`config.mk`:
```
export PLATFORM = sky130hd
export DESIGN_NAME = rpf_loader
export DESIGN_NICKNAME = d
export VERILOG_FILES = /design/src/design/row_peak_finder_top_assert.svh /design/src/design/rpf_pkg.sv /design/src/design/rpf_loader.sv
export SDC_FILE = /design/constraint.sdc
export NUM_CORES = 1
export LEC_CHECK = 0
export BUFFER_PORTS_ARGS = -buffer_cell sky130_fd_sc_hd__buf_4
export CORE_MARGIN = 1.5
export CORE_UTILIZATION = 39
export CTS_CLUSTER_DIAMETER = 80
export CTS_CLUSTER_SIZE = 10
export DETAILED_ROUTE_END_ITERATION = 10
export GPL_TIMING_DRIVEN = 0
export PLACE_DENSITY = 0.67
export SLEW_MARGIN = 20
export SYNTH_ARGS = -nofsm -noshare
export SYNTH_HDL_FRONTEND = slang
export SYNTH_SLANG_ARGS = --single-unit
```
`constraint.sdc`:
```
create_clock -name clk -period 2.2 [get_ports clk]
set_clock_uncertainty 0.1 [all_clocks]
set_input_delay 0.11 -clock clk [delete_from_list [all_inputs] [get_ports clk]]
set_output_delay 0.11 -clock clk [all_outputs]
set_load 0.01 [all_outputs]
```
`src/design/row_peak_finder_top_assert.svh`:
```
// ----------------------------------------------------------------------------
// Row peak finder assertion macros
// Concurrent checks on clk, disabled while rst is high.
// ----------------------------------------------------------------------------
`ifndef ROW_PEAK_FINDER_TOP_ASSERT_SVH
`define ROW_PEAK_FINDER_TOP_ASSERT_SVH
`ifndef SYNTH
// antecedent implies consequent in the same cycle
`define RPF_ASSERT_IMP(lbl, ante, cons, msg) \
  lbl: assert property (@(posedge clk) disable iff (rst) (ante) |-> (cons)) \
    else $error(msg);
// antecedent implies consequent in the next cycle
`define RPF_ASSERT_NXT(lbl, ante, cons, msg) \
  lbl: assert property (@(posedge clk) disable iff (rst) (ante) |=> (cons)) \
    else $error(msg);
`else
`define RPF_ASSERT_IMP(lbl, ante, cons, msg)
`define RPF_ASSERT_NXT(lbl, ante, cons, msg)
`endif
`endif

```
`src/design/rpf_pkg.sv`:
```
// ----------------------------------------------------------------------------
// rpf_pkg
// Shared constants and types of the row peak finder.
// ----------------------------------------------------------------------------
`default_nettype none
package rpf_pkg;

  localparam int ROW_DEPTH   = 2048;
  localparam int MAX_PEAKS   = 32;
  localparam int SAMPLE_BITS = 16;

  localparam int PW = $clog2(ROW_DEPTH);        // position width
  localparam int CW = $clog2(ROW_DEPTH + 1);    // sample count width
  localparam int EW = $clog2(MAX_PEAKS + 1);    // emitted count width

  localparam int IDX_W  = 11;
  localparam int WID_W  = 11;
  localparam int PROM_W = 16;
  localparam int OUTQ_DEPTH = 4;

  typedef logic [SAMPLE_BITS-1:0] sample_t;

  typedef struct packed {
    logic [15:0] min_height;
    logic [11:0] min_width;
    logic [15:0] min_prominence;
    logic [11:0] min_separation;
  } cfg_t;

  typedef struct packed {
    logic          en;
    logic [PW-1:0] addr;
    sample_t       data;
  } mem_wr_t;

  typedef struct packed {
    logic [CW-1:0] count;
    logic          trunc;
  } job_t;

  typedef struct packed {
    logic [IDX_W-1:0]  idx;
    logic [WID_W-1:0]  wid;
    logic [PROM_W-1:0] prom;
    logic              none;
    logic              ovf;
    logic              fin;
  } result_t;

endpackage
`default_nettype wire

```
`src/design/rpf_loader.sv`:
```
// ----------------------------------------------------------------------------
// rpf_loader
// Front end: writes row samples into the row memory, hands a row job on.
// ----------------------------------------------------------------------------
`default_nettype none
module rpf_loader (
  input  wire logic             clk,
  input  wire logic             rst,
  input  wire logic             s_tvalid,
  output logic                  s_tready,
  input  wire logic [15:0]      s_tdata,
  input  wire logic             s_tlast,
  input  wire logic             scan_busy,
  input  wire logic             job_take,
  output rpf_pkg::mem_wr_t      wr,
  output rpf_pkg::job_t         job,
  output logic                  job_valid
);

  logic [rpf_pkg::CW-1:0] count;
  logic                   trunc;
  logic                   accept;
  logic                   full;

  assign s_tready = !job_valid && !scan_busy;
  assign accept   = s_tvalid && s_tready;
  assign full     = (count == rpf_pkg::CW'(rpf_pkg::ROW_DEPTH));

  assign wr.en   = accept && !full;
  assign wr.addr = count[rpf_pkg::PW-1:0];
  assign wr.data = s_tdata[rpf_pkg::SAMPLE_BITS-1:0];

  always_ff @(posedge clk) begin
    if (rst) begin
      count     <= '0;
      trunc     <= 1'b0;
      job_valid <= 1'b0;
    end else begin
      if (job_take) begin
        job_valid <= 1'b0;
      end
      if (accept) begin
        if (s_tlast) begin
          job_valid <= 1'b1;
          job.count <= full ? count : count + rpf_pkg::CW'(1);
          job.trunc <= trunc || full;
          count     <= '0;
          trunc     <= 1'b0;
        end else if (full) begin
          trunc <= 1'b1;
        end else begin
          count <= count + rpf_pkg::CW'(1);
        end
      end
    end
  end

endmodule
`default_nettype wire

```
Word level (Yosys, flattened, before mapping)
Index checks and enable logic that the tools add are counted.

storage, ports and cells
  memories kept = 0
  input port bits = 22
  memory bits (writable) = 0
  output and inout port bits = 43
  memory bits (read-only) = 0
  register bits after elaboration = 27
  bits in latches = 0

operators by class
  add/subtract/negate cells = 1
  shifts and indexed selects = 0
  reductions and logical operators = 10
  multipliers = 0
  magnitude comparators = 0
  mux-type cells = 7
  bitwise logic cells = 1
  div/mod/pow operators = 0
  equality and inequality tests = 1

operators by type and width
  cell                                           count
  two-way mux 12 bit                             2
  adder 12 x 1 -> 12 bit, second input constant  1
  equality test 12 bit, second input constant    1
  two-way mux 1 bit                              5
  logical AND 1 bit                              3
  zero test 1 bit                                3
  AND reduction 3 bit                            1
  AND reduction 2 bit                            1
  nonzero test 2 bit                             1
  logical OR 1 bit                               1
  inverter 1 bit                                 1

Longest topological paths before layout
  depth after elaboration = 4
  gate-level depth with buffers = 7
  gate-level depth less buffers = 6

Worst setup path before layout
OpenSTA, ideal clock, no wires.

  path kind = reg-to-reg
  start = register job_valid
  end = register job[0] in the netlist's numbering, enable pin
  path slack = 0.340 ns
  arrival = 1.377 ns
  clock period less this slack = 1.860 ns
  stages on the path, launching flop included = 4
  required time = 1.718 ns
  cell sequence = dfxtp_1 -> nor3b_2 -> nand2_1 -> nor2_1

between the ends
  word-level cells in the longest chain between the ends = 4

ends and longest elaborated chain
  what                                  line              source
  start, declared                       rpf_loader.sv:17  output logic job_valid
  start signal, assigned                rpf_loader.sv:37  job_valid <= 1'b0;
  start signal, assigned                rpf_loader.sv:40  job_valid <= 1'b0;
  start signal, assigned                rpf_loader.sv:44  job_valid <= 1'b1;
  zero test 1 bit                       rpf_loader.sv:25  assign s_tready = !job_valid && !scan_busy;
  logical AND 1 bit                     rpf_loader.sv:25
  logical AND 1 bit                     rpf_loader.sv:26  assign accept = s_tvalid && s_tready;
  AND reduction 3 bit (no source line)  --
  end, declared                         rpf_loader.sv:16  output rpf_pkg::job_t job,

No other way between the ends.
A chain may end at the register's enable or synchronous reset.

==> qor.csv <==
stage;metric;value;unit
yosys;Post-Synthesis Cells;161;
setup_path;highest fanout seen on the critical path;7;
grt;overall global routing resource usage;0.150;
setup_path;Startpoint Class;flop;
timing;number of max-slew violations in the final report;0;
timing;Peak Freq;0.479;GHz
yosys;cell type contributing the most total cell area after synthesis;sky130_fd_sc_hd__edfxtp_1;
setup_path;startpoint of the most critical register-to-register path;job_valid;
final_layout;diode insertion count for antenna repair;0;
setup_path;path type of the worst setup path;reg2out;
power_and_ir_drop;reported net switching power;209;uW
setup_path;required time reported for the critical path endpoint;1.99;ns
final_layout;Layout Utilization;0.542;
power_and_ir_drop;internal power summed over all cells;723;uW
drt;detailed-route wire length on metal 1;1.40;mm
grt;wire length of the first global-routing pass;4.94;mm
setup_path;Setup crit end;wr[27];
power_and_ir_drop;switching power as a share of total power;0.225;
run;max_cap viols;0;
cts;CTS tree;yes;
floorplan;Initial Util;0.411;
grt;number of global-route vias before repair;1094;
yosys;number of synthesis warnings;0;
cts;H-Tree Depth;1;
drt;WL final;3.15;mm
placement;final weighted congestion in routability-driven placement;0.781;
final_layout;commonest non-fill, non-tap cells in the layout;sky130_fd_sc_hd__buf_4 (76), sky130_fd_sc_hd__dfxtp_1 (14), sky130_fd_sc_hd__edfxtp_1 (13), sky130_fd_sc_hd__a21oi_1 (12), sky130_fd_sc_hd__o21ai_0 (10);
drt;starting DRC count in detailed routing;50;
timing;final-report hold violation count;0;
cts;number of buffers inserted during clock tree synthesis;3;
timing;final setup fails;0;
yosys;number of distinct library cells after synthesis;33;
floorplan;overall die height;65.6;microns
power_and_ir_drop;combinational cell fraction of total power;0.129;
grt;pin count of the biggest net entering global routing;15;
outcome;status;complete, no violations;
setup_path;worst-case reg-to-reg path depth;3;
power_and_ir_drop;maximum vdd drop;0.000200;V
timing;headroom to the max-slew limit;0.524;
drt;detailed-routed wire length on met2;1.50;mm
drt;router iterations before antenna repair;4;
yosys;fraction of synthesized cell area taken by the top area cell type;0.256;
drt;antenna-violating nets left;0;
cts;maximum buffer depth of the clock tree;2;
yosys;count of state elements after synthesis;27;
floorplan;Die X-Extent;65.6;microns
drt;number of remaining DRC errors;0;
yosys;number of nets in the synthesized netlist;185;
drt;vias per std cell;4.97;
setup_path;category of the worst setup path capture point;output pin;
power_and_ir_drop;Leakage;0.863;nW
placement;final HPWL from detailed placement;2.34;mm
timing;setup repair after global routing missed its margin;no;
floorplan;count of boundary I/O pins;65;
setup_path;arrival time worst endpoint;1.88;ns
setup_path;reg2reg setup slack;0.16;ns
hold_path;Hold Path Class;in2reg;
yosys;largest cells by area after synthesis;sky130_fd_sc_hd__edfxtp_1 (26%), sky130_fd_sc_hd__dfxtp_1 (18%), sky130_fd_sc_hd__buf_4 (14%), sky130_fd_sc_hd__xnor2_1 (4.6%), sky130_fd_sc_hd__a21oi_1 (3.9%);
timing;crit share post-route;0.948;
final_layout;share of layout cells above drive strength 1;0.405;
drt;length of routed met3 wiring;187;microns
timing;final-layout setup total negative slack;0;ns
yosys;sequential area share after synthesis;0.439;
timing;Worst Max-Slew Pin Slew;0.713;ns
power_and_ir_drop;proportion of power drawn by flip-flops and latches;0.570;
cts;number of clock sinks seen by CTS;27;
timing;time the worst path needs with I/O delays and setup;2.09;ns
drt;highest metal layer used by the detailed router;met4;
power_and_ir_drop;clock network power share;0.301;
yosys;syn avg cell area;9.49;sq um
grt;global-route congestion overflow total;0;
yosys;cell area after synthesis;0.00153;sq mm
final_layout;Final nets;240;
final_layout;area growth from synthesis to layout;31.9;%
setup_path;launching element of the worst setup path;count[0];
floorplan;placeable core region;0.00372;sq mm
floorplan;site row count;22;
cts;clock-pin slew on the worst setup and hold paths;0.09;ns
final_layout;most common cell after layout, fill and taps aside;sky130_fd_sc_hd__buf_4;
cts;clk_lat worst skew;0.27;ns
drt;total via count in the routed design;1307;
drt;routed length per instance;12.0;microns
power_and_ir_drop;total power density per cell area;462;mW/mm^2
grt;number of antenna violations at the first check in global routing;0;
setup_path;worst flop-to-flop path endpoint;job[7];
placement;# port buffers;48;
cts;clock tree root driver cell;sky130_fd_sc_hd__clkbuf_8;
floorplan;Total Die Area;0.00430;sq mm
-- registers in the layout, indices dropped and copies added (netlist names) --
name / flops
job: 13
count: 12
job_valid: 1
trunc: 1
-- layer usage --
layer,vias up,GRT usage
met3,7,0.0223
li1,655,-
met4,0,0.0677
met2,55,0.244
met5,-,0
met1,590,0.196
-- worst max-delay path, stage by stage, from the launching register on --
cell                       delay, ns
sky130_fd_sc_hd__dfxtp_1        0.36
sky130_fd_sc_hd__buf_2          0.19
sky130_fd_sc_hd__inv_1          0.06
sky130_fd_sc_hd__ha_1           0.19
sky130_fd_sc_hd__and4bb_2       0.24
sky130_fd_sc_hd__and3_1         0.23
sky130_fd_sc_hd__nor2_1         0.19
sky130_fd_sc_hd__buf_4          0.15
-- worst min-delay path by stage --
stage	slack, ns	startpoint	depth (start not counted)	end
final	0.09	s_tlast	3	count[9]
after global routing	0.11	s_tlast	3	count[9]
after CTS	0.08	s_tlast	3	count[9]
after detailed placement	0.24	rst	2	trunc
after global placement	0.24	rst	2	trunc
after floorplan	0.08	rst	1	trunc
-- cell families (layout without fill, tap and decap cells) --
group | after synthesis | after routing | share of synthesized area
xor+xnor | 10 | 10 | 0.0573
compound gates | 31 | 31 | 0.120
flops | 27 | 27 | 0.439
buf+inv | 41 | 95 | 0.177
simple gates | 50 | 50 | 0.190
fa+ha+maj | 2 | 2 | 0.0164
-- power by group through the flow --
stage	Sequential (mW)	Clock (mW)	Combinational, mW
floorplan	0.544	0	0.0617
global placement	0.543	0	0.117
detailed placement	0.543	0	0.117
CTS	0.531	0.292	0.121
global route	0.532	0.317	0.129
finish	0.531	0.281	0.120
-- cells in the mapped netlist --
master and n:
sky130_fd_sc_hd__xor2_1 2, sky130_fd_sc_hd__and3_1 5, sky130_fd_sc_hd__clkbuf_1 4, sky130_fd_sc_hd__a32o_1 3, sky130_fd_sc_hd__o211ai_1 1, sky130_fd_sc_hd__inv_1 5
sky130_fd_sc_hd__dfxtp_1 14, sky130_fd_sc_hd__a31oi_1 3, sky130_fd_sc_hd__nor3b_2 1, sky130_fd_sc_hd__edfxtp_1 13, sky130_fd_sc_hd__or3b_1 1, sky130_fd_sc_hd__nor4_1 1
sky130_fd_sc_hd__ha_1 2, sky130_fd_sc_hd__a41o_1 1, sky130_fd_sc_hd__a21oi_1 12, sky130_fd_sc_hd__nand3_1 7, sky130_fd_sc_hd__nand3_2 1, sky130_fd_sc_hd__buf_4 28
sky130_fd_sc_hd__nand2_1 8, sky130_fd_sc_hd__and4_1 2, sky130_fd_sc_hd__nor2_1 5, sky130_fd_sc_hd__nor3_1 5, sky130_fd_sc_hd__buf_6 1, sky130_fd_sc_hd__a211oi_1 1
sky130_fd_sc_hd__and4bb_2 1, sky130_fd_sc_hd__nand4_1 4, sky130_fd_sc_hd__clkbuf_2 2, sky130_fd_sc_hd__nand2b_1 2, sky130_fd_sc_hd__o21ai_0 10, sky130_fd_sc_hd__xnor2_1 8
sky130_fd_sc_hd__or3_1 6, sky130_fd_sc_hd__buf_2 1, sky130_fd_sc_hd__or4_1 1
-- final cells by class --
cell class                      count  area (sq um)
Buffer                             36           251
Multi-Input combinational cell     93           589
Fill cell                         368          1700
Tap cell                           48          60.1
Inverter                            5          18.8
Timing Repair Buffer               50           380
Sequential cell                    27           671
Clock buffer                        4          45.0
-- metrics by stage --
step / std cells / area (sq um) / hold WS [ns] / setup slack [ns] / total power, mW
5_1_grt: 263 / 2020 / 0.109 / 0.000319 / 0.977
6_report: 263 / 2020 / 0.0856 / 0.114 / 0.932
2_1_floorplan: 161 / 1530 / 0.0828 / 0.340 / 0.606
3_3_place_gp: 257 / 1950 / 0.242 / -0.166 / 0.659
3_5_place_dp: 257 / 1950 / 0.243 / -0.183 / 0.660
4_1_cts: 263 / 2020 / 0.0804 / 0.110 / 0.945
-- timing repair --
| action | in CTS | in global routing |
|---|---|---|
| gates resized for setup | 1 | 1 |
| endpoints found under the hold margin | 2 | 0 |
| setup endpoints to repair | 13 | 1 |
| cloned | 0 | 0 |
| hold buffers | 2 | 0 |
| setup buffers | 0 | 0 |
(Power assumes the default switching activity.)
