### config.mk
export PLATFORM = sky130hd
export DESIGN_NAME = rpf_out_queue
export DESIGN_NICKNAME = d
export VERILOG_FILES = /design/src/design/row_peak_finder_top_assert.svh /design/src/design/rpf_pkg.sv /design/src/design/rpf_out_queue.sv
export SDC_FILE = /design/constraint.sdc
export NUM_CORES = 1
export LEC_CHECK = 0
export BUFFER_PORTS_ARGS = -buffer_cell sky130_fd_sc_hd__buf_2
export CAP_MARGIN = 10
export CORE_ASPECT_RATIO = 2
export CORE_MARGIN = 1.5
export CORE_UTILIZATION = 30
export CTS_CLUSTER_DIAMETER = 60
export DETAILED_ROUTE_END_ITERATION = 6
export PLACE_DENSITY = 0.57
export SYNTH_ARGS = -nofsm -noshare
export SYNTH_HDL_FRONTEND = slang
export SYNTH_SLANG_ARGS = --single-unit
export TNS_END_PERCENT = 5
### constraint.sdc
create_clock -name clk -period 2.1 [get_ports clk]
set_input_delay 0.315 -clock clk [delete_from_list [all_inputs] [get_ports clk]]
set_output_delay 0.315 -clock clk [all_outputs]
set_load 0.01 [all_outputs]
### src/design/row_peak_finder_top_assert.svh
// ----------------------------------------------------------------------------
// Row peak finder assertion macros
// Concurrent checks on clk, disabled while rst is high.
// ----------------------------------------------------------------------------
`ifndef ROW_PEAK_FINDER_TOP_ASSERT_SVH
`define ROW_PEAK_FINDER_TOP_ASSERT_SVH
`ifndef SYNTH
// antecedent implies consequent in the same cycle
`define RPF_ASSERT_IMP(lbl, ante, cons, msg) \
  lbl: assert property (@(posedge clk) disable iff (rst) (ante) |-> (cons)) \
    else $error(msg);
// antecedent implies consequent in the next cycle
`define RPF_ASSERT_NXT(lbl, ante, cons, msg) \
  lbl: assert property (@(posedge clk) disable iff (rst) (ante) |=> (cons)) \
    else $error(msg);
`else
`define RPF_ASSERT_IMP(lbl, ante, cons, msg)
`define RPF_ASSERT_NXT(lbl, ante, cons, msg)
`endif
`endif

### src/design/rpf_pkg.sv
// ----------------------------------------------------------------------------
// rpf_pkg
// Shared constants and types of the row peak finder.
// ----------------------------------------------------------------------------
`default_nettype none
package rpf_pkg;

  localparam int ROW_DEPTH   = 2048;
  localparam int MAX_PEAKS   = 32;
  localparam int SAMPLE_BITS = 16;

  localparam int PW = $clog2(ROW_DEPTH);        // position width
  localparam int CW = $clog2(ROW_DEPTH + 1);    // sample count width
  localparam int EW = $clog2(MAX_PEAKS + 1);    // emitted count width

  localparam int IDX_W  = 11;
  localparam int WID_W  = 11;
  localparam int PROM_W = 16;
  localparam int OUTQ_DEPTH = 4;

  typedef logic [SAMPLE_BITS-1:0] sample_t;

  typedef struct packed {
    logic [15:0] min_height;
    logic [11:0] min_width;
    logic [15:0] min_prominence;
    logic [11:0] min_separation;
  } cfg_t;

  typedef struct packed {
    logic          en;
    logic [PW-1:0] addr;
    sample_t       data;
  } mem_wr_t;

  typedef struct packed {
    logic [CW-1:0] count;
    logic          trunc;
  } job_t;

  typedef struct packed {
    logic [IDX_W-1:0]  idx;
    logic [WID_W-1:0]  wid;
    logic [PROM_W-1:0] prom;
    logic              none;
    logic              ovf;
    logic              fin;
  } result_t;

endpackage
`default_nettype wire

### src/design/rpf_out_queue.sv
// ----------------------------------------------------------------------------
// rpf_out_queue
// Small result queue in front of the master stream port.
// ----------------------------------------------------------------------------
`default_nettype none
module rpf_out_queue (
  input  wire logic             clk,
  input  wire logic             rst,
  input  wire logic             push,
  input  wire rpf_pkg::result_t din,
  output logic                  full,
  output logic                  m_tvalid,
  input  wire logic             m_tready,
  output rpf_pkg::result_t      dout
);

  localparam int AW = $clog2(rpf_pkg::OUTQ_DEPTH);

  rpf_pkg::result_t q [rpf_pkg::OUTQ_DEPTH];
  logic [AW-1:0]    wptr, rptr;
  logic [AW:0]      cnt;
  logic             pop;

  assign full     = (cnt == (AW+1)'(rpf_pkg::OUTQ_DEPTH));
  assign m_tvalid = (cnt != '0);
  assign pop      = m_tvalid && m_tready;
  assign dout     = q[rptr];

  always_ff @(posedge clk) begin
    if (push && !full) begin
      q[wptr] <= din;
    end
    if (rst) begin
      wptr <= '0;
      rptr <= '0;
      cnt  <= '0;
    end else begin
      if (push && !full) begin
        wptr <= wptr + AW'(1);
      end
      if (pop) begin
        rptr <= rptr + AW'(1);
      end
      cnt <= cnt + (AW+1)'(push && !full) - (AW+1)'(pop);
    end
  end

endmodule
`default_nettype wire

After elaboration in Yosys (flattened, before gate mapping)
Memories as Yosys holds them, arrays and structs flattened. A register that Yosys moved wholly into a read port is not among the register bits.
Cells that the tools add are included.
Widths: inputs -> output; s select.
{"block": "totals", "regBits": 7, "mem_bits_rw": 164, "input_bits": 45, "output_inout_bits": 43, "elab_cells": 17, "n_memories": 1}
{"block": "op_classes", "add_sub_neg": 4, "n_eq_ne": 1, "muxes": 4, "reduce_logical": 4}
{"memory": "q", "words": 4, "width": 41, "read_ports": 1, "rd_clocked_by_memory_dff": 1, "write_ports": 1, "line_no": "rpf_out_queue.sv:19", "rtl": "rpf_pkg::result_t q [rpf_pkg::OUTQ_DEPTH];"}
{"op": "$add 2x1->2 const B", "n": 2}
{"op": "$mux 2", "n": 2}
{"op": "$add 3x1->3", "n": 1}
{"op": "$eq 3x3->1 const B", "n": 1}
{"op": "$reduce_bool 3->1", "n": 1}
{"op": "$sub 3x1->3", "n": 1}
{"op": "$logic_and 1x1->1", "n": 2}
{"op": "$mux 1", "n": 2}
{"op": "$logic_not 1->1", "n": 1}

Depth between registers and ports, before layout
Gate-level depths: netlist of the first run.
{"block": "logic_depth", "word_depth": 5, "ltp_mapped": 11, "mapped_depth_nobuf": 11}

Worst setup path before layout of the first run
OpenSTA, ideal clock, no wires.
{"block": "synth_path", "path_type": "reg-to-reg", "startpoint": "reg cnt[1]", "endpoint": "mem q[2][0] in the netlist's numbering (enable)", "arrival_time_ps": 1808, "required_ps": 1698, "setup_slack_ps": -111, "stages_incl_launch_ff": 4, "cell_sequence": "dfxtp_1 > nor3b_2 > nor2_1 > and2_1"}
{"block": "synth_between", "elab_chain_cells": 5}
{"item": "start: declaration", "line_no": "rpf_out_queue.sv:21", "rtl": "logic [AW:0] cnt;"}
{"item": "start signal: assignment", "line_no": "rpf_out_queue.sv:44", "rtl": "cnt <= cnt + (AW+1)'(push && !full) - (AW+1)'(pop);"}
{"item": "$eq 3x3->1", "line_no": "rpf_out_queue.sv:24", "rtl": "assign full = (cnt == (AW+1)'(rpf_pkg::OUTQ_DEPTH));"}
{"item": "via full", "line_no": "rpf_out_queue.sv:11", "rtl": "output logic full,"}
{"item": "$logic_not 1->1", "line_no": "rpf_out_queue.sv:30", "rtl": "if (push && !full) begin"}
{"item": "$logic_and 1x1->1", "line_no": "rpf_out_queue.sv:30"}
{"item": "$mux 1", "line_no": "rpf_out_queue.sv:30"}
{"item": "$mux 1 (implied by the code)", "line_no": "rpf_out_queue.sv:31", "rtl": "q[wptr] <= din;"}
{"item": "end: declaration", "line_no": "rpf_out_queue.sv:19"}
The timed path passes the listed nets, and every way through them passes these cells.

==> results.toml, run 1 <==
[sta]
setup_tns_ns = 0
skew_ns = 0.00606
hold_violations = 0
rsz0062_at_grt = "yes"
setup_viol = 0
max_slew_margin_pct = 74.2
max_freq_mhz = 479
setup_ws_ns = 0.0120
min_period_over_period_pct = 99.4
tightest_slew_ns = 0.382
period_minus_slack_ns = 2.09
slew_viol_final = 0

[place]
numPlacedInstances = 625
placed_area_um2 = 7290
pre_cts_slack_ns = -0.0133
place_congestion = 0.725
hpwl_mm = 7.66
port_buffers = 87

[die]
fp.dieW_um = 107
die_y_um = 210
dieArea_um2 = 22400
coreArea_um2 = 21000
placementRows = 75
pin_count = 88
start_util_pct = 30.6

[global_routing]
antenna_found_initial = 3
gr-usage-all-layers_pct = 11.8
grt_pass1_vias = 3295
grt_max_degree = 28
grt_pass1_wl_mm = 18.4
grt-ovfl-total = 0

[worst_setup_path]
critical_path_required_ns = 1.78
cp_cell_sequence = "buf_16 -> mux4_2 -> buf_6"
crit_arrival_ns = 1.77
worstSetupPathType = "flip-flop to output port"
endpoint_kind = "output port"
slowest_delay_ns = 0.58
slowest_stage = "mux4_2"
critPathLaunchType = "flip-flop"
crit_path_max_fanout = 24

[status]
status = "complete, no violations"

[clocking]
htreeDepth = 4
clk_path_buf_depth = 2
clock_latency_ns = 0.43
cts_tree = "built"
clock_sinks = 173
cts_inserted_buffers = 17
root_buffer = "clkbuf_16"
path_clk_slew_ns = 0.06

[synthesis]
synth.distinct_cells = 26
synth-seq-cells = 173
syn_nets = 316
synth.avg_cell_area_um2 = 24.4
syn_area_um2 = 6430
seq_area_frac_synth_pct = 79.3
postSynthCellCount = 264
yosysWarnings = 0

[routing]
antenna_left = 0
drcViolationCount = 0
vias_per_cell = 4.48
wl_mm = 12.3
drt_iter0_drc = 107
dr.pass1.iters = 5
num_vias = 2950
post_drt_wl_per_cell_um = 18.6

[pwr]
ir_worst_vdd_mv = 0.627
powerDensity_nw_per_um2 = 1250
total_leakage_power_nw = 2.73

[finish]
area_growth_pct = 25.5
fin_cells = 658
drive_gt1_share_pct = 47.4
final_net_count = 428
final_cell_mix = "edfxtp_1 (164), buf_2 (64), mux4_2 (41)"
final_common_cell = "edfxtp_1"
fin_area_um2 = 8080

[worst_hold_path]
hp-class = "primary input to flip-flop"

[flow_run]
drv_cap = 0
repair_timing:
action                                  in CTS  in global routing
pin swaps                                    1                  1
gates resized for setup                     14                 18
endpoints found under the setup margin      14                 32
buffers inserted                             0                  1
hold buffers                                 0                  0
Yosys cell counts, drive strengths merged:
master / number / area (um^2)
ha: 6 / 75.1
clkbuf: 1 / 3.75
nor2: 6 / 22.5
o21ai: 1 / 5.00
xor2: 2 / 17.5
nor3: 1 / 5.00
dfxtp: 9 / 180
buf: 10 / 115
inv: 6 / 22.5
o311ai: 1 / 8.76
a21oi: 1 / 5.00
or3: 2 / 12.5
xnor2: 1 / 8.76
and2: 5 / 31.3
mux4: 41 / 927
nor3b: 1 / 12.5
nand2b: 2 / 12.5
mux2i: 1 / 10.0
fa: 1 / 20.0
nor2b: 1 / 6.26
edfxtp: 164 / 4920
o31a: 1 / 8.76
per-stage QoR:
step                hold WS, ns  utilization (%)  total power [mW]
finish                   0.0947             38.4              10.1
global route             0.0762             38.4              10.6
CTS                      0.0719             37.9              10.1
detailed placement        0.528             34.7              6.75
global placement          0.503             34.7              6.70
floorplan                 0.414                -              5.90
per-layer routing:
metal  track usage (%)  up-vias  share of wire (%)
met2              21.0       63                 57
met4              7.45        4                3.4
met5                 0        -               0.17
met1              11.4     1540                 35
met3              3.80       23                3.9
li1                  -     1320                  -
final timing paths:
path / startpoint / to / slack [ns] / cells past startpoint
setup / recovery: flip-flop / dout[1] / 0.01 / 3
hold / removal: din[0] / q[0][0]$_DFFE_PP_ / 0.09 / 1
setup reg to reg: cnt[0]$_SDFF_PP0_ / cnt[2]$_SDFF_PP0_ / 0.05 / 9
hold reg to reg: wptr[1]$_SDFFE_PP0P_ / wptr[1]$_SDFFE_PP0P_ / 0.53 / 2
cell families (layout without fill, tap and decap cells):
| group | Yosys count | in the layout | share of synthesized area [%] |
|---|---|---|---|
| compound gates | 4 | 4 | 0.428 |
| xor+xnor | 3 | 3 | 0.408 |
| fa+ha+maj | 7 | 7 | 1.48 |
| buf+inv | 17 | 141 | 2.20 |
| flops | 173 | 173 | 79.3 |
| mux | 42 | 42 | 14.6 |
| other cells | 0 | 1 | 0 |
| simple gates | 18 | 18 | 1.59 |
sequential cells by signal (all words and copies together), names as in the netlist, named ones only:
register  cells
wptr          2
rptr          2
q           164
cnt           3
layout make-up:
type / instances / area (um^2)
flip-flops and latches: 173 / 5110
clock inverters: 13 / 174
repair buffers: 104 / 790
well taps: 269 / 337
fillers: 1933 / 12900
inverters: 6 / 22.5
clock buffers: 18 / 429
diodes: 1 / 2.50
multi-input cells: 74 / 1210
critical path, delay by kind of cell (launching register included):
family / cells / cell delay (ns)
DFF: 1 / 0.38
buffers and inverters: 2 / 0.37
muxes: 1 / 0.58
power breakdown:
group / internal, mW / switching, mW
clock: 1.97 / 1.21
combinational: 1.40 / 1.23
sequential: 4.20 / 0.127
total: 7.57 / 2.57
Power figures use the tool's default switching activity.
==> run 2, diff against run 1 <==
--- a/config.mk
+++ b/config.mk
@@ -12,7 +12,8 @@
 export CORE_UTILIZATION = 30
 export CTS_CLUSTER_DIAMETER = 60
 export DETAILED_ROUTE_END_ITERATION = 6
-export PLACE_DENSITY = 0.57
+export PLACE_DENSITY = 0.55
+export RECOVER_POWER = 100
 export SYNTH_ARGS = -nofsm -noshare
 export SYNTH_HDL_FRONTEND = slang
 export SYNTH_SLANG_ARGS = --single-unit
==> constraint.sdc (replaced) <==
create_clock -name clk -period 2.25 [get_ports clk]
set_input_delay 0.3375 -clock clk [delete_from_list [all_inputs] [get_ports clk]]
set_output_delay 0.3375 -clock clk [all_outputs]
set_load 0.01 [all_outputs]
==> run 2 against run 1 <==
Net effect:
- wire length fell by 0.27%
- sequential cell count stayed put
- critical path depth unchanged
- global-route usage barely moved
- critical endpoint is now dout[39]
- sequential power fell by 6.0%
- sequential share of layout area grew 2.6 points
- cell area shrank 3.9%
- setup slack improved by 0.11 ns
- combinational power shrank 23%
- clock-buffer cell count unchanged
==> results.toml, run 2 (same netlist as run 1, synthesis figures left out) <==
[status]
status = "complete, no violations"

[pwr]
seqPwrFrac_pct = 45.1
intPower_mw = 6.63
ir_worst_vdd_mv = 0.620
switching_share_pct = 26.7
total_leakage_power_nw = 2.45
power.total_mw = 9.04
p_switching_mw = 2.41
clkPwrFrac_pct = 32.5
comb_power_share_pct = 22.4
powerDensity_nw_per_um2 = 1160

[sta]
rsz0062_at_grt = "no"
period_minus_slack_ns = 2.13
max_freq_mhz = 469
hold_violations = 0
max_slew_margin_pct = 44.2
min_period_over_period_pct = 94.8
tightest_slew_ns = 0.838
slew_viol_final = 0
skew_ns = 0.00366
setup_viol = 0

[routing]
antenna_left = 0
wl_mm = 12.2
dr.pass1.iters = 4
num_vias = 2958
post_drt_wl_per_cell_um = 18.5
drcViolationCount = 0
drt_iter0_drc = 169
vias_per_cell = 4.49

[worst_setup_path]
cp_cell_sequence = "buf_6 -> mux4_2 -> clkbuf_2"
crit_family = "multiplexers"
worstSetupPathType = "flip-flop to output port"
critical_path_required_ns = 1.91
endpoint_kind = "output port"
crit_path_max_fanout = 13
crit_arrival_ns = 1.80
slowest_stage = "mux4_2"
slowest_delay_ns = 0.56
critPathLaunchType = "flip-flop"
path_buf_inv = 2

[die]
start_util_pct = 30.6
dieArea_um2 = 22400
die_y_um = 210
pin_count = 88
coreArea_um2 = 21000
placementRows = 75
fp.dieW_um = 107

[finish]
diodes = 0
final_common_cell = "edfxtp_1"
area_growth_pct = 20.7
regMostFlops = "q"
fin_cells = 659
largest_reg_flops = 164
fin_util_pct = 36.9
final_net_count = 429
drive_gt1_share_pct = 28.7
top_regs = "q x164, cnt x3"
fin_area_um2 = 7770
final_cell_mix = "edfxtp_1 (164), clkbuf_1 (78), mux4_2 (40)"

[clocking]
htreeDepth = 4
clk_path_buf_depth = 2
cts_tree = "built"
ctsHoldBuffers = 0
root_buffer = "clkbuf_16"
cts_inserted_buffers = 17
clock_sinks = 173
path_clk_slew_ns = 0.06
clock_latency_ns = 0.42

[global_routing]
grt_pass1_wl_mm = 18.7
grt-ovfl-total = 0
grt_max_degree = 42
gr-usage-all-layers_pct = 11.8
grt_pass1_vias = 3305
antenna_found_initial = 1

[place]
numPlacedInstances = 622
placed_area_um2 = 7230
port_buffers = 87
place_congestion = 0.698
hpwl_mm = 7.67

[worst_hold_path]
hp-class = "primary input to flip-flop"

[flow_run]
drv_cap = 0
## run 2: worst reg2reg max path, stage by stage (launching register included)
cell and delay [ns]:
dfxtp_4 0.36, o31a_1 0.34, ha_1 0.31, inv_1 0.06, ha_1 0.14, inv_1 0.05, fa_2 0.34, xor2_1 0.16
and2_1 0.16, nor3_2 0.11
## run 2: timing repair
item                                    CTS  global route
pin swaps                                 0             2
resized for setup                         4             6
setup buffers                             0             5
endpoints found under the setup margin    2            10
## run 2: path summary, 6_finish.rpt
kind | start | end | slack [ns] | depth (start not counted)
setup / recovery | flip-flop | dout[39] | 0.12 | 3
hold / removal | din[17] | q[0][17]$_DFFE_PP_ | 0.17 | 1
setup reg to reg | cnt[2]$_SDFF_PP0_ | cnt[2]$_SDFF_PP0_ | 0.14 | 9
hold reg to reg | wptr[1]$_SDFFE_PP0P_ | wptr[1]$_SDFFE_PP0P_ | 0.53 | 2
## run 2: power by group through the flow
stage                     registers, mW  clock network (mW)  logic [mW]
final                              4.07                2.94        2.03
after global routing               4.11                3.13        2.23
after CTS                          4.09                3.01        2.13
after detailed placement           4.14                   0        2.12
after global placement             4.12                   0        2.09
after floorplan                    4.07                   0        1.44
## run 2: layer usage
layer | up-vias | track usage (%) | share of wire (%)
met1 | 1556 | 12.2 | 37
met3 | 15 | 3.80 | 4.0
met2 | 61 | 21.2 | 57
met5 | - | 0 | 0.082
met4 | 2 | 5.61 | 2.1
li1 | 1324 | - | -
## run 2: cell type report
| type | instances | area [um^2] |
|---|---|---|
| Timing Repair Buffer | 105 | 479 |
| Clock inverter | 14 | 170 |
| Fill cell | 1975 | 13300 |
| Clock buffer | 18 | 429 |
| Tap cell | 269 | 337 |
| Inverter | 6 | 22.5 |
| Multi-Input combinational cell | 74 | 1210 |
| Sequential cell | 173 | 5120 |
## run 2: per-stage QoR
stage / TNS (ns) / hold slack, ns / setup slack, ns
global route: 0 / 0.155 / 0.0348
global placement: 0 / 0.493 / 0.166
floorplan: 0 / 0.436 / 0.0393
detailed placement: -0.0209 / 0.528 / -0.0209
CTS: 0 / 0.0956 / 0.0156
finish: 0 / 0.169 / 0.117
==> run 3, diff against run 2 <==
--- a/config.mk
+++ b/config.mk
@@ -12,6 +12,7 @@
 export CORE_UTILIZATION = 30
 export CTS_CLUSTER_DIAMETER = 60
 export DETAILED_ROUTE_END_ITERATION = 6
+export GPL_TIMING_DRIVEN = 0
 export PLACE_DENSITY = 0.55
 export RECOVER_POWER = 100
 export SYNTH_ARGS = -nofsm -noshare
==> run 3 against run 2 <==
Net effect:
- sequential share of layout area is 0.92 points lower
- global-route usage is 0.12 points lower
- setup slack worse by 0.092 ns
- combinational power is 10% higher
- via count shrank 0.14%
- non-clock buffer count is the same
- cell area grew 1.2%
- register-to-register slack got worse by 0.11 ns
- critical path depth grew 8
- clock-buffer cell count up 2
- sequential power is essentially flat
- critical endpoint is now cnt[2]$_SDFF_PP0_
==> results.toml, run 3 (same netlist as run 1, synthesis figures left out) <==
[global_routing]
grt_max_degree = 26
antenna_found_initial = 0
grt_pass1_wl_mm = 18.7
grt-ovfl-total = 0
grt_pass1_vias = 3288
gr-usage-all-layers_pct = 11.7

[sta]
skew_ns = 0.00567
tightest_slew_ns = 0.683
rsz0062_at_grt = "yes"
slew_viol_final = 0
hold_violations = 0
setup_viol = 0
setup_ws_ns = 0.0250
max_freq_mhz = 449
period_minus_slack_ns = 2.22
min_period_over_period_pct = 98.9
max_slew_margin_pct = 54.5

[pwr]
p_switching_mw = 2.43
total_leakage_power_nw = 2.58
switching_share_pct = 26.8
power.total_mw = 9.04
intPower_mw = 6.61
ir_worst_vdd_mv = 0.691
seqPwrFrac_pct = 44.7
powerDensity_nw_per_um2 = 1150
comb_power_share_pct = 24.7
clkPwrFrac_pct = 30.5

[routing]
dr.pass1.iters = 4
post_drt_wl_per_cell_um = 18.4
vias_per_cell = 4.48
drcViolationCount = 0
wl_mm = 12.1
num_vias = 2954
drt_iter0_drc = 101
antenna_left = 0

[worst_setup_path]
endpoint_kind = "flip-flop"
rrSetupSlack_ns = 0.03
path_buf_inv = 3
critPathLaunchType = "flip-flop"
r2r_start = "cnt[2]$_SDFF_PP0_"
worstSetupPathType = "flip-flop to flip-flop"
rr_endpoint = "cnt[2]$_SDFF_PP0_"
reg2reg_depth = 11
cp_common_cell = "inv_1"
crit_path_max_fanout = 5
crit_family = "adder cells"
crit_arrival_ns = 2.53
slowest_delay_ns = 0.41
startpoint = "cnt[2]$_SDFF_PP0_"
critical_path_required_ns = 2.55
cp_cell_sequence = "nor3b_4 -> nor2_4 -> inv_1 -> ha_1 -> inv_1 -> ha_1 -> inv_1 -> fa_2 -> xor2_1 -> and2_1 -> nor3_2"
slowest_stage = "dfxtp_1"

[clocking]
root_buffer = "clkbuf_16"
clock_sinks = 173
htreeDepth = 4
cts_inserted_buffers = 17
clock_latency_ns = 0.43
path_clk_slew_ns = 0.06
clk_path_buf_depth = 2
cts_tree = "built"
ctsHoldBuffers = 0

[finish]
area_growth_pct = 22.2
final_net_count = 429
drive_gt1_share_pct = 36.9
top_regs = "q x164, cnt x3"
regMostFlops = "q"
final_cell_mix = "edfxtp_1 (164), buf_2 (48), clkbuf_1 (42)"
largest_reg_flops = 164
final_common_cell = "edfxtp_1"
diodes = 0
fin_area_um2 = 7860
fin_util_pct = 37.4
n_fill_cell = 1999

[worst_hold_path]
min_path_cells = 1
hold_path_end = "q[3][33]$_DFFE_PP_"
hold_start = "din[33]"
hp-class = "primary input to flip-flop"

[die]
fp.dieW_um = 107
placementRows = 75
pin_count = 88
coreArea_um2 = 21000
dieArea_um2 = 22400
start_util_pct = 30.6
die_y_um = 210

[place]
place_congestion = 0.665
hpwl_mm = 7.75
placed_area_um2 = 7290
pre_cts_slack_ns = -0.194
port_buffers = 86

[flow_run]
drv_cap = 0

[status]
status = "complete, no violations"
run 3: worst max path at each step:
stage	endpoint	slack [ns]	depth (start not counted)
finish	cnt[2]$_SDFF_PP0_	0.03	11
detailed placement	cnt[2]$_SDFF_PP0_	-0.19	11
floorplan	q[2][0]$_DFFE_PP_	0.04	3
global route	cnt[2]$_SDFF_PP0_	-0.07	11
global placement	q[0][31]$_DFFE_PP_	-0.85	3
CTS	cnt[2]$_SDFF_PP0_	0.00007	11
run 3: worst register-to-register path, cell delays in order, from the launching register on:
cell and delay, ns:
dfxtp_1 0.41, nor3b_4 0.28, nor2_4 0.07, inv_1 0.06, ha_1 0.21, inv_1 0.07
ha_1 0.16, inv_1 0.07, fa_2 0.33, xor2_1 0.20, and2_1 0.19, nor3_2 0.05
run 3: cell type report:
class,instances,area [um^2],area share [%]
flip-flops and latches,173,5110,65.0
well taps,269,337,4.28
repair buffers,94,489,6.22
clock inverters,12,78.8,1.00
clock buffers,20,489,6.22
inverters,6,22.5,0.286
multi-input cells,74,1210,15.5
plain buffers,11,121,1.54
run 3: layer usage:
layer	vias up	global-route usage, %	wire length, um
met3	16	3.34	453
li1	1328	-	-
met1	1541	12.0	4450
met4	0	6.16	307
met2	69	21.0	6900
met5	-	0	0
run 3: metrics by stage:
step,hold WS (ns),TNS [ns],std cells
finish,0.164,0,659
global route,0.156,-0.912,659
CTS,0.0983,0,656
detailed placement,0.527,-0.194,623
global placement,0.491,-138.40,619
floorplan,0.436,0,264
run 3: power by group through the flow:
stage                     Sequential [mW]  Combinational [mW]  Clock (mW)
after floorplan                      4.07                1.44           0
after global placement               4.09                2.15           0
after detailed placement             4.10                2.24           0
after CTS                            4.04                2.28        2.84
after global routing                 4.07                2.43        2.98
final                                4.04                2.24        2.76
run 3: what timing repair did:
action,CTS,global route
setup endpoints to repair,1,40
pin swaps,0,5
buffers inserted,1,3
resized for setup,4,6
